**src/sv/packbits_rle_decoder_assert.svh**
```systemverilog
// Assertion macros for the PackBits decoder.
`ifndef PACKBITS_RLE_DECODER_ASSERT_SVH
`define PACKBITS_RLE_DECODER_ASSERT_SVH

`ifndef SYNTH
`define PBRLE_ASSERT_NOW(lbl, ant, con) \
  lbl: assert property (@(posedge clk) disable iff (rst) (ant) |-> (con)) \
    else $error("pbrle assertion failed");
`define PBRLE_ASSERT_NEXT(lbl, ant, con) \
  lbl: assert property (@(posedge clk) disable iff (rst) (ant) |=> (con)) \
    else $error("pbrle assertion failed");
`else
`define PBRLE_ASSERT_NOW(lbl, ant, con)
`define PBRLE_ASSERT_NEXT(lbl, ant, con)
`endif

`endif

```
**src/sv/pbrle_pkg.sv**
```systemverilog
package pbrle_pkg;

  localparam int PlaneW = 21;
  localparam logic [PlaneW-1:0] PlaneReset = 21'd8192;
  localparam logic [7:0] RunFlag = 8'h80;
  localparam logic [7:0] LowMask = 8'h7f;
  localparam logic [7:0] RunBias = 8'd3;
  localparam logic [7:0] LitBias = 8'd1;

  typedef enum logic [1:0] {
    PH_CONTROL = 2'd0,
    PH_RUNVAL  = 2'd1,
    PH_LITERAL = 2'd2,
    PH_DISCARD = 2'd3
  } phase_t;

  typedef struct packed {
    logic [7:0] byte_in;
    logic       last_byte;
  } in_item_t;

  typedef struct packed {
    logic [7:0] value;
    logic [7:0] repeat_res;
    logic       end_res;
    logic       ok;
  } out_item_t;

  typedef struct packed {
    phase_t            phase;
    logic [7:0]        literal_left;
    logic [7:0]        run_length;
    logic [PlaneW-1:0] bytes_written;
  } stream_t;

  typedef struct packed {
    stream_t   state_next;
    logic      res_valid;
    out_item_t res;
  } step_t;

endpackage

```
**src/sv/pbrle_step.sv**
```systemverilog
module pbrle_step (
  input  pbrle_pkg::stream_t                 state,
  input  pbrle_pkg::in_item_t                item,
  input  logic [pbrle_pkg::PlaneW-1:0]       limit,
  output pbrle_pkg::step_t                   step
);

  logic [pbrle_pkg::PlaneW-1:0] room;
  logic [pbrle_pkg::PlaneW-1:0] bw_run;
  logic [pbrle_pkg::PlaneW-1:0] bw_lit;
  logic [7:0]                   count;
  logic [7:0]                   lit_next;
  logic                         is_run;
  logic                         last;

  assign last     = item.last_byte;
  assign is_run   = (item.byte_in & pbrle_pkg::RunFlag) != 8'd0;
  assign count    = is_run ? (item.byte_in & pbrle_pkg::LowMask) + pbrle_pkg::RunBias
                           : item.byte_in + pbrle_pkg::LitBias;
  assign room     = (state.bytes_written < limit) ? limit - state.bytes_written
                                                  : '0;
  assign bw_run   = state.bytes_written + pbrle_pkg::PlaneW'(state.run_length);
  assign bw_lit   = state.bytes_written + pbrle_pkg::PlaneW'(1);
  assign lit_next = state.literal_left - 8'd1;

  always_comb begin
    step.state_next = state;
    step.res_valid  = 1'b0;
    step.res        = '{value: 8'd0, repeat_res: 8'd0, end_res: 1'b1, ok: 1'b0};
    case (state.phase)
      pbrle_pkg::PH_DISCARD: begin
        if (last) begin
          step.state_next = '{pbrle_pkg::PH_CONTROL, 8'd0, 8'd0, '0};
        end
      end
      pbrle_pkg::PH_RUNVAL: begin
        step.res_valid = 1'b1;
        step.res = '{value: item.byte_in, repeat_res: state.run_length,
                     end_res: last, ok: last && (bw_run == limit)};
        if (last) begin
          step.state_next = '{pbrle_pkg::PH_CONTROL, 8'd0, 8'd0, '0};
        end else begin
          step.state_next.phase         = pbrle_pkg::PH_CONTROL;
          step.state_next.run_length    = 8'd0;
          step.state_next.bytes_written = bw_run;
        end
      end
      pbrle_pkg::PH_LITERAL: begin
        step.res_valid = 1'b1;
        step.res = '{value: item.byte_in, repeat_res: 8'd1, end_res: last,
                     ok: last && (lit_next == 8'd0) && (bw_lit == limit)};
        if (last) begin
          step.state_next = '{pbrle_pkg::PH_CONTROL, 8'd0, 8'd0, '0};
        end else begin
          step.state_next.literal_left  = lit_next;
          step.state_next.bytes_written = bw_lit;
          if (lit_next == 8'd0) begin
            step.state_next.phase = pbrle_pkg::PH_CONTROL;
          end
        end
      end
      default: begin
        if (room == '0 || pbrle_pkg::PlaneW'(count) > room || last) begin
          // error verdict; close if final, else drop to the final byte
          step.res_valid = 1'b1;
          if (last) begin
            step.state_next = '{pbrle_pkg::PH_CONTROL, 8'd0, 8'd0, '0};
          end else begin
            step.state_next.phase        = pbrle_pkg::PH_DISCARD;
            step.state_next.literal_left = 8'd0;
            step.state_next.run_length   = 8'd0;
          end
        end else if (is_run) begin
          step.state_next.run_length = count;
          step.state_next.phase      = pbrle_pkg::PH_RUNVAL;
        end else begin
          step.state_next.literal_left = count;
          step.state_next.phase        = pbrle_pkg::PH_LITERAL;
        end
      end
    endcase
  end

endmodule

```
**src/sv/packbits_rle_decoder.sv**
```systemverilog
// Channel  Handshake          Payload
// in       in_valid/in_ready   in_data   (byte_in, last_byte)
// out      out_valid/out_ready out_data  (value, repeat_res, end_res, ok)
// cfg      psel/penable/pwrite paddr, pwdata, prdata (plane_bytes at 0x0)
// One byte per cycle sustained while out_ready is high; each item is decoded in the cycle it is taken.
// A result sits in the output register from the cycle after its item is taken.
// in_ready is high while the output register is empty or being drained.
// Synchronous reset clears the stream state and sets plane_bytes to 8192.
module packbits_rle_decoder #(
  parameter int unsigned MAX_PLANE_BYTES = 1048576
) (
  input  logic                 clk,
  input  logic                 rst,
  input  logic                 in_valid,
  output logic                 in_ready,
  input  pbrle_pkg::in_item_t  in_data,
  output logic                 out_valid,
  input  logic                 out_ready,
  output pbrle_pkg::out_item_t out_data,
  input  logic                 psel,
  input  logic                 penable,
  input  logic                 pwrite,
  input  logic [2:0]           paddr,
  input  logic [31:0]          pwdata,
  output logic [31:0]          prdata,
  output logic                 pready
);

`include "packbits_rle_decoder_assert.svh"

  pbrle_pkg::stream_t             state;
  pbrle_pkg::step_t               step;
  logic [pbrle_pkg::PlaneW-1:0]   plane_bytes;
  logic [pbrle_pkg::PlaneW-1:0]   limit;
  logic                           in_fire;
  logic                           cfg_wr;

  assign pready   = 1'b1;
  assign cfg_wr   = psel && penable && pwrite && !paddr[2];
  assign prdata   = paddr[2] ? 32'd0 : 32'(plane_bytes);
  assign in_ready = !out_valid || out_ready;
  assign in_fire  = in_valid && in_ready;
  assign limit    = (32'(plane_bytes) > MAX_PLANE_BYTES)
                  ? pbrle_pkg::PlaneW'(MAX_PLANE_BYTES) : plane_bytes;

  pbrle_step u_step (
    .state (state),
    .item  (in_data),
    .limit (limit),
    .step  (step)
  );

  always_ff @(posedge clk) begin
    if (rst) begin
      state       <= '{pbrle_pkg::PH_CONTROL, 8'd0, 8'd0, '0};
      out_valid   <= 1'b0;
      plane_bytes <= pbrle_pkg::PlaneReset;
    end else begin
      if (cfg_wr) begin
        plane_bytes <= pwdata[pbrle_pkg::PlaneW-1:0];
      end
      if (in_fire) begin
        state <= step.state_next;
      end
      if (in_fire && step.res_valid) begin
        out_valid <= 1'b1;
      end else if (out_ready) begin
        out_valid <= 1'b0;
      end
    end
  end

  always_ff @(posedge clk) begin
    if (in_fire && step.res_valid) begin
      out_data <= step.res;
    end
  end

  `PBRLE_ASSERT_NOW(a_ok_needs_end, out_valid && out_data.ok, out_data.end_res)
  `PBRLE_ASSERT_NOW(a_verdict_only_fails, out_valid && (out_data.repeat_res == 8'd0),
                    out_data.end_res && !out_data.ok)
  `PBRLE_ASSERT_NEXT(a_runval_gives_run, in_fire && (state.phase == pbrle_pkg::PH_RUNVAL),
                     out_valid && (out_data.repeat_res != 8'd0))

endmodule

```
**config.mk**
```make
export PLATFORM = sky130hd
export DESIGN_NAME = packbits_rle_decoder
export DESIGN_NICKNAME = d
export VERILOG_FILES = /design/src/sv/pbrle_pkg.sv /design/src/sv/pbrle_step.sv /design/src/sv/packbits_rle_decoder.sv
export VERILOG_INCLUDE_DIRS = /design/src /design/src/sv
export SDC_FILE = /design/constraint.sdc
export NUM_CORES = 1
export LEC_CHECK = 0
export ABC_AREA = 1
export BUFFER_PORTS_ARGS = -buffer_cell sky130_fd_sc_hd__buf_4
export CORE_UTILIZATION = 50
export DETAILED_ROUTE_END_ITERATION = 6
export GPL_ROUTABILITY_DRIVEN = 0
export GPL_TIMING_DRIVEN = 0
export PLACE_DENSITY_LB_ADDON = 0.12
export SYNTH_ARGS = -nofsm -noshare
export SYNTH_HDL_FRONTEND = slang
export SYNTH_SLANG_ARGS = --single-unit
```
**constraint.sdc**
```tcl
create_clock -name clk -period 8.45 [get_ports clk]
set_clock_uncertainty 0.2 [all_clocks]
set_input_delay 1.69 -clock clk [delete_from_list [all_inputs] [get_ports clk]]
set_output_delay 1.69 -clock clk [all_outputs]
set_load 0.02 [all_outputs]
```
==> reports/results.txt <==
On the critical path, the stage with the largest delay is an instance of sky130_fd_sc_hd__inv_1. The H-tree generated during clock tree synthesis spans 3 levels. The vertical extent of the die was 123.7 µm; the boundary pin count was 104.

Hold repair after CTS inserted 0 buffers. For the accumulated negative setup slack, the log shows 0 ps. The first global-routing pass estimated 34.00 mm of wire.

Each instance of the synthesized netlist takes up on average 6.331 µm². STA classifies the critical path startpoint as a register. The layout overhead on the synthesized area came out at 15.23%. The detailed router put a total of 10.30 mm of wire on met1.

Buffering stage count on the worst path with inverters included: 5. The tools report the kind of capture point of the worst setup path as a register. Summing the areas of all and, or, nand and nor instances in the mapped netlist gives 36.70% of the synthesized area. The final layout contains routed wiring with a total length of 21.61 mm.

The worst path arrival time is 5960 ps, and the count of maximum capacitance violations is 0. For the number of placement rows, the log shows 44. Total of flip-flops plus latches after synthesis: 79. Summed over all nets, the half-perimeter wirelength after detailed placement is 17.58 mm.

The total power was 0.001409 W; the wire length on met2 was 9.443 mm. In this run the clock root is driven by a sky130_fd_sc_hd__clkbuf_16. Count of endpoints failing hold in the final timing report: 0. The flow ran to the end, and the final reports show no timing, DRC or antenna violations. In the routed design, unresolved DRC markers number 0. The run gives 1,456 as the number of standard cells in the final layout excluding fillers. The total overflow left after global routing is 0. The sink count of the clock tree is 79, and the total of cells resized after clock tree synthesis is 0. In this run, distinct cell masters in the synthesized netlist total 46.

Setup repair after global routing left no endpoint under its margin. In the global route stage, overall resource usage came out at 29.10%. The tools report the post-synthesis cell count as 1,169. The number of antenna diodes in the final layout is 0. Summing the areas of all compound-gate instances in the mapped netlist gives 11.87% of the synthesized area. Timing would allow up to 162.0 MHz.

The die covers 15,290 µm². After synthesis, the largest family of logic cells by area is simple AND/OR/NAND/NOR gates. In this run the power density over the cells is 165.2 nW/µm². The tools report the max-slew headroom at the worst pin as 48.66%. For the part of the Yosys area used for sequential elements, the log shows 23.80%. The start-to-end type of the worst setup path is reg -> reg. The maximum ir drop on the vdd rail is 0.1015 mV, and the detailed-route via count is 7,687. The tools report the cell count after placement as 1,440.

TritonCTS built the clock tree. The run gives 674 as the number of violations reported at the end of detailed-routing iteration 0. The run gives 4.165 nW as the static power due to leakage. On the critical path the largest part of the delay comes from simple AND/OR/NAND/NOR gates. The net total in the final layout was 1,366; the maximum root-to-sink buffer count was 2. Highest metal layer with signal wires: met4. Input and output buffers added on the ports amount to 77.

At the pin with the least slew margin, the transition time is 770.1 ps. The number of max-slew violations in the final report was 0; the clock-pin slew reported for the worst setup and hold paths after clock tree synthesis was 60 ps. Largest driver fanout on the critical path: 18. The number of global-route vias before repair was 6,743; the standard cell core area was 14,480 µm². Post-synthesis share of cell area spent on full adders, half adders and majority gates: 8.318%.

Detailed routing placed a total of 1.392 mm of wire on met3. In the final layout, the share of cells above drive strength 1 is 12.50%. Hold timing on the final database bottoms out at a slack of 303.7 ps. Setup violation total in the final timing report: 0.

The count of synthesis-stage warnings from yosys was 0; the die extent in x was 123.7 µm. The number of search-and-repair iterations in the first detailed-routing pass is 5. The worst stage delay on the critical path is 570 ps. The number of buffers inserted during clock tree synthesis is 9, and the minimum clock period is 6171 ps.

Dividing the detail-routed wire length by the instance count gives 14.84 µm. The tools report the maximum number of pins on one net before global-route repair as 19. At the later pin of the worst-skew pair, clock insertion delay measures 350 ps. The tools report the count of antenna-violating nets left after detailed routing as 0. The largest total area in the synthesized netlist belongs to sky130_fd_sc_hd__dfxtp_1.

The multiplexer share of the synthesized area came out at 0%. The min-delay analysis places its worst path in the category reg -> reg. The top cell type by area accounts for 16.50% of the synthesized area.

The number of antenna violations at the first check in global routing came out at 0. The run gives 51.11% as the starting density of the core. In the post-synthesis netlist, the biggest area contributors are sky130_fd_sc_hd__dfxtp_1 (17%), sky130_fd_sc_hd__nand2_1 (14%), sky130_fd_sc_hd__nor2_1 (9.1%).

The final critical path takes up 73.03% of the cycle. The tools report the netlist area before placement as 7401 µm². Once the clock tree was built, the setup fixing pass inserted 0 buffers.

Data on the critical path is required at its endpoint by 8230 ps. The most common cell type on the critical path is sky130_fd_sc_hd__nand2_1. After Yosys synthesis, XOR and XNOR cells account for 7.929% of the synthesized area.

In the routed layout, each cell is associated on average with a via count of 5.280.
-- worst paths after layout --
path / startpoint / endpoint / slack (ps) / cells after the start
setup reg to reg: plane_bytes[15] / out_data[6] / 2280 / 34
setup / recovery: plane_bytes[15] / out_data[6] / 2280 / 34
hold / removal: plane_bytes[10] / plane_bytes[10] / 300 / 2
hold reg to reg: plane_bytes[10] / plane_bytes[10] / 300 / 2
-- stage by stage --
step	utilization, %	setup WS (ps)	cell area [µm²]
floorplan	-	3568	7438
global placement	56.96	2327	8247
detailed placement	56.96	2293	8247
CTS	58.90	2264	8528
global route	58.90	1698	8528
finish	58.90	2279	8528
-- cell usage after synthesis, drive strengths merged --
| library cell | count |
|---|---|
| inv | 153 |
| nand2 | 288 |
| o211ai | 5 |
| a211oi | 2 |
| a22oi | 1 |
| buf | 22 |
| o22ai | 16 |
| and2 | 1 |
| o21a | 2 |
| clkinv | 3 |
| and3 | 1 |
| conb | 2 |
| fa | 2 |
| edfxtp | 18 |
| xnor2 | 7 |
| o21ai | 53 |
| clkbuf | 19 |
| nor4 | 3 |
| dfxtp | 61 |
| or2 | 8 |
| nand4 | 24 |
| or4 | 1 |
| o21bai | 4 |
| xor2 | 60 |
| nand3b | 15 |
| ha | 46 |
| a21boi | 2 |
| a21oi | 74 |
| nor2 | 182 |
| nor3 | 21 |
| nand3 | 73 |
-- flip-flops by register name, summed over array words and instances, names as in the netlist --
register     count
state           39
plane_bytes     21
out_data        18
out_valid        1
-- tightest hold or removal path: cells and delay by family (launching register included) --
family	cells	cell delay, ps
buffers and inverters	1	70
DFF	1	330
AOI/OAI and AO/OA	1	60
-- cells by family (layout without fill, tap and decap cells) --
kind of cell,count (synthesis),in the layout
and+or+nand+nor,617,617
buffers and inverters,197,290
AOI/OAI and AO/OA,159,159
DFF,79,79
xor gates and xnor gates,67,67
adders and majority gates,48,48
other,2,12
-- layout by cell type, fill, tap and decap left out, types with 5 or more instances in the layout --
cell type                   netlist  final
sky130_fd_sc_hd__o22ai_1         16     16
sky130_fd_sc_hd__nand3_1         70     70
sky130_fd_sc_hd__clkbuf_1        19     19
sky130_fd_sc_hd__o211ai_1         5      5
sky130_fd_sc_hd__nor3_1          19     19
sky130_fd_sc_hd__clkbuf_16        0      9
sky130_fd_sc_hd__nand4_1         22     22
sky130_fd_sc_hd__buf_6            6      6
sky130_fd_sc_hd__conb_1           2     12
sky130_fd_sc_hd__or2_2            7      7
sky130_fd_sc_hd__dfxtp_1         61     61
sky130_fd_sc_hd__nand2_1        270    270
sky130_fd_sc_hd__buf_4           12     89
sky130_fd_sc_hd__nor2_1         180    180
sky130_fd_sc_hd__edfxtp_1        18     18
sky130_fd_sc_hd__ha_1            46     46
sky130_fd_sc_hd__xor2_1          60     60
sky130_fd_sc_hd__xnor2_1          7      7
sky130_fd_sc_hd__o21ai_0         48     48
sky130_fd_sc_hd__a21oi_1         70     70
sky130_fd_sc_hd__nand2_2         16     16
sky130_fd_sc_hd__inv_1          149    149
sky130_fd_sc_hd__nand3b_1        15     15
-- routing by layer --
layer / up-vias / global-route usage (%)
met5: - / 0
met4: 0 / 9.488
met3: 29 / 3.800
met2: 290 / 44.55
met1: 3418 / 41.86
li1: 3950 / -
-- power by group --
group | total [W] | internal, W | switching (W)
clock network | 0.000380 | 0.000202 | 0.000177
logic | 0.000576 | 0.000206 | 0.000370
registers | 0.000453 | 0.000423 | 0.0000306
-- area by class of cell --
class / count / area [µm²]
well taps: 184 / 230.2
plain buffers: 41 / 249.0
clock inverters: 7 / 56.30
repair buffers: 77 / 578.1
clock buffers: 9 / 225.2
inverters: 156 / 585.6
flip-flops and latches: 79 / 1762
fillers: 1437 / 5951
multi-input cells: 903 / 4842
Note: power is estimated with default switching activity, not from simulation.
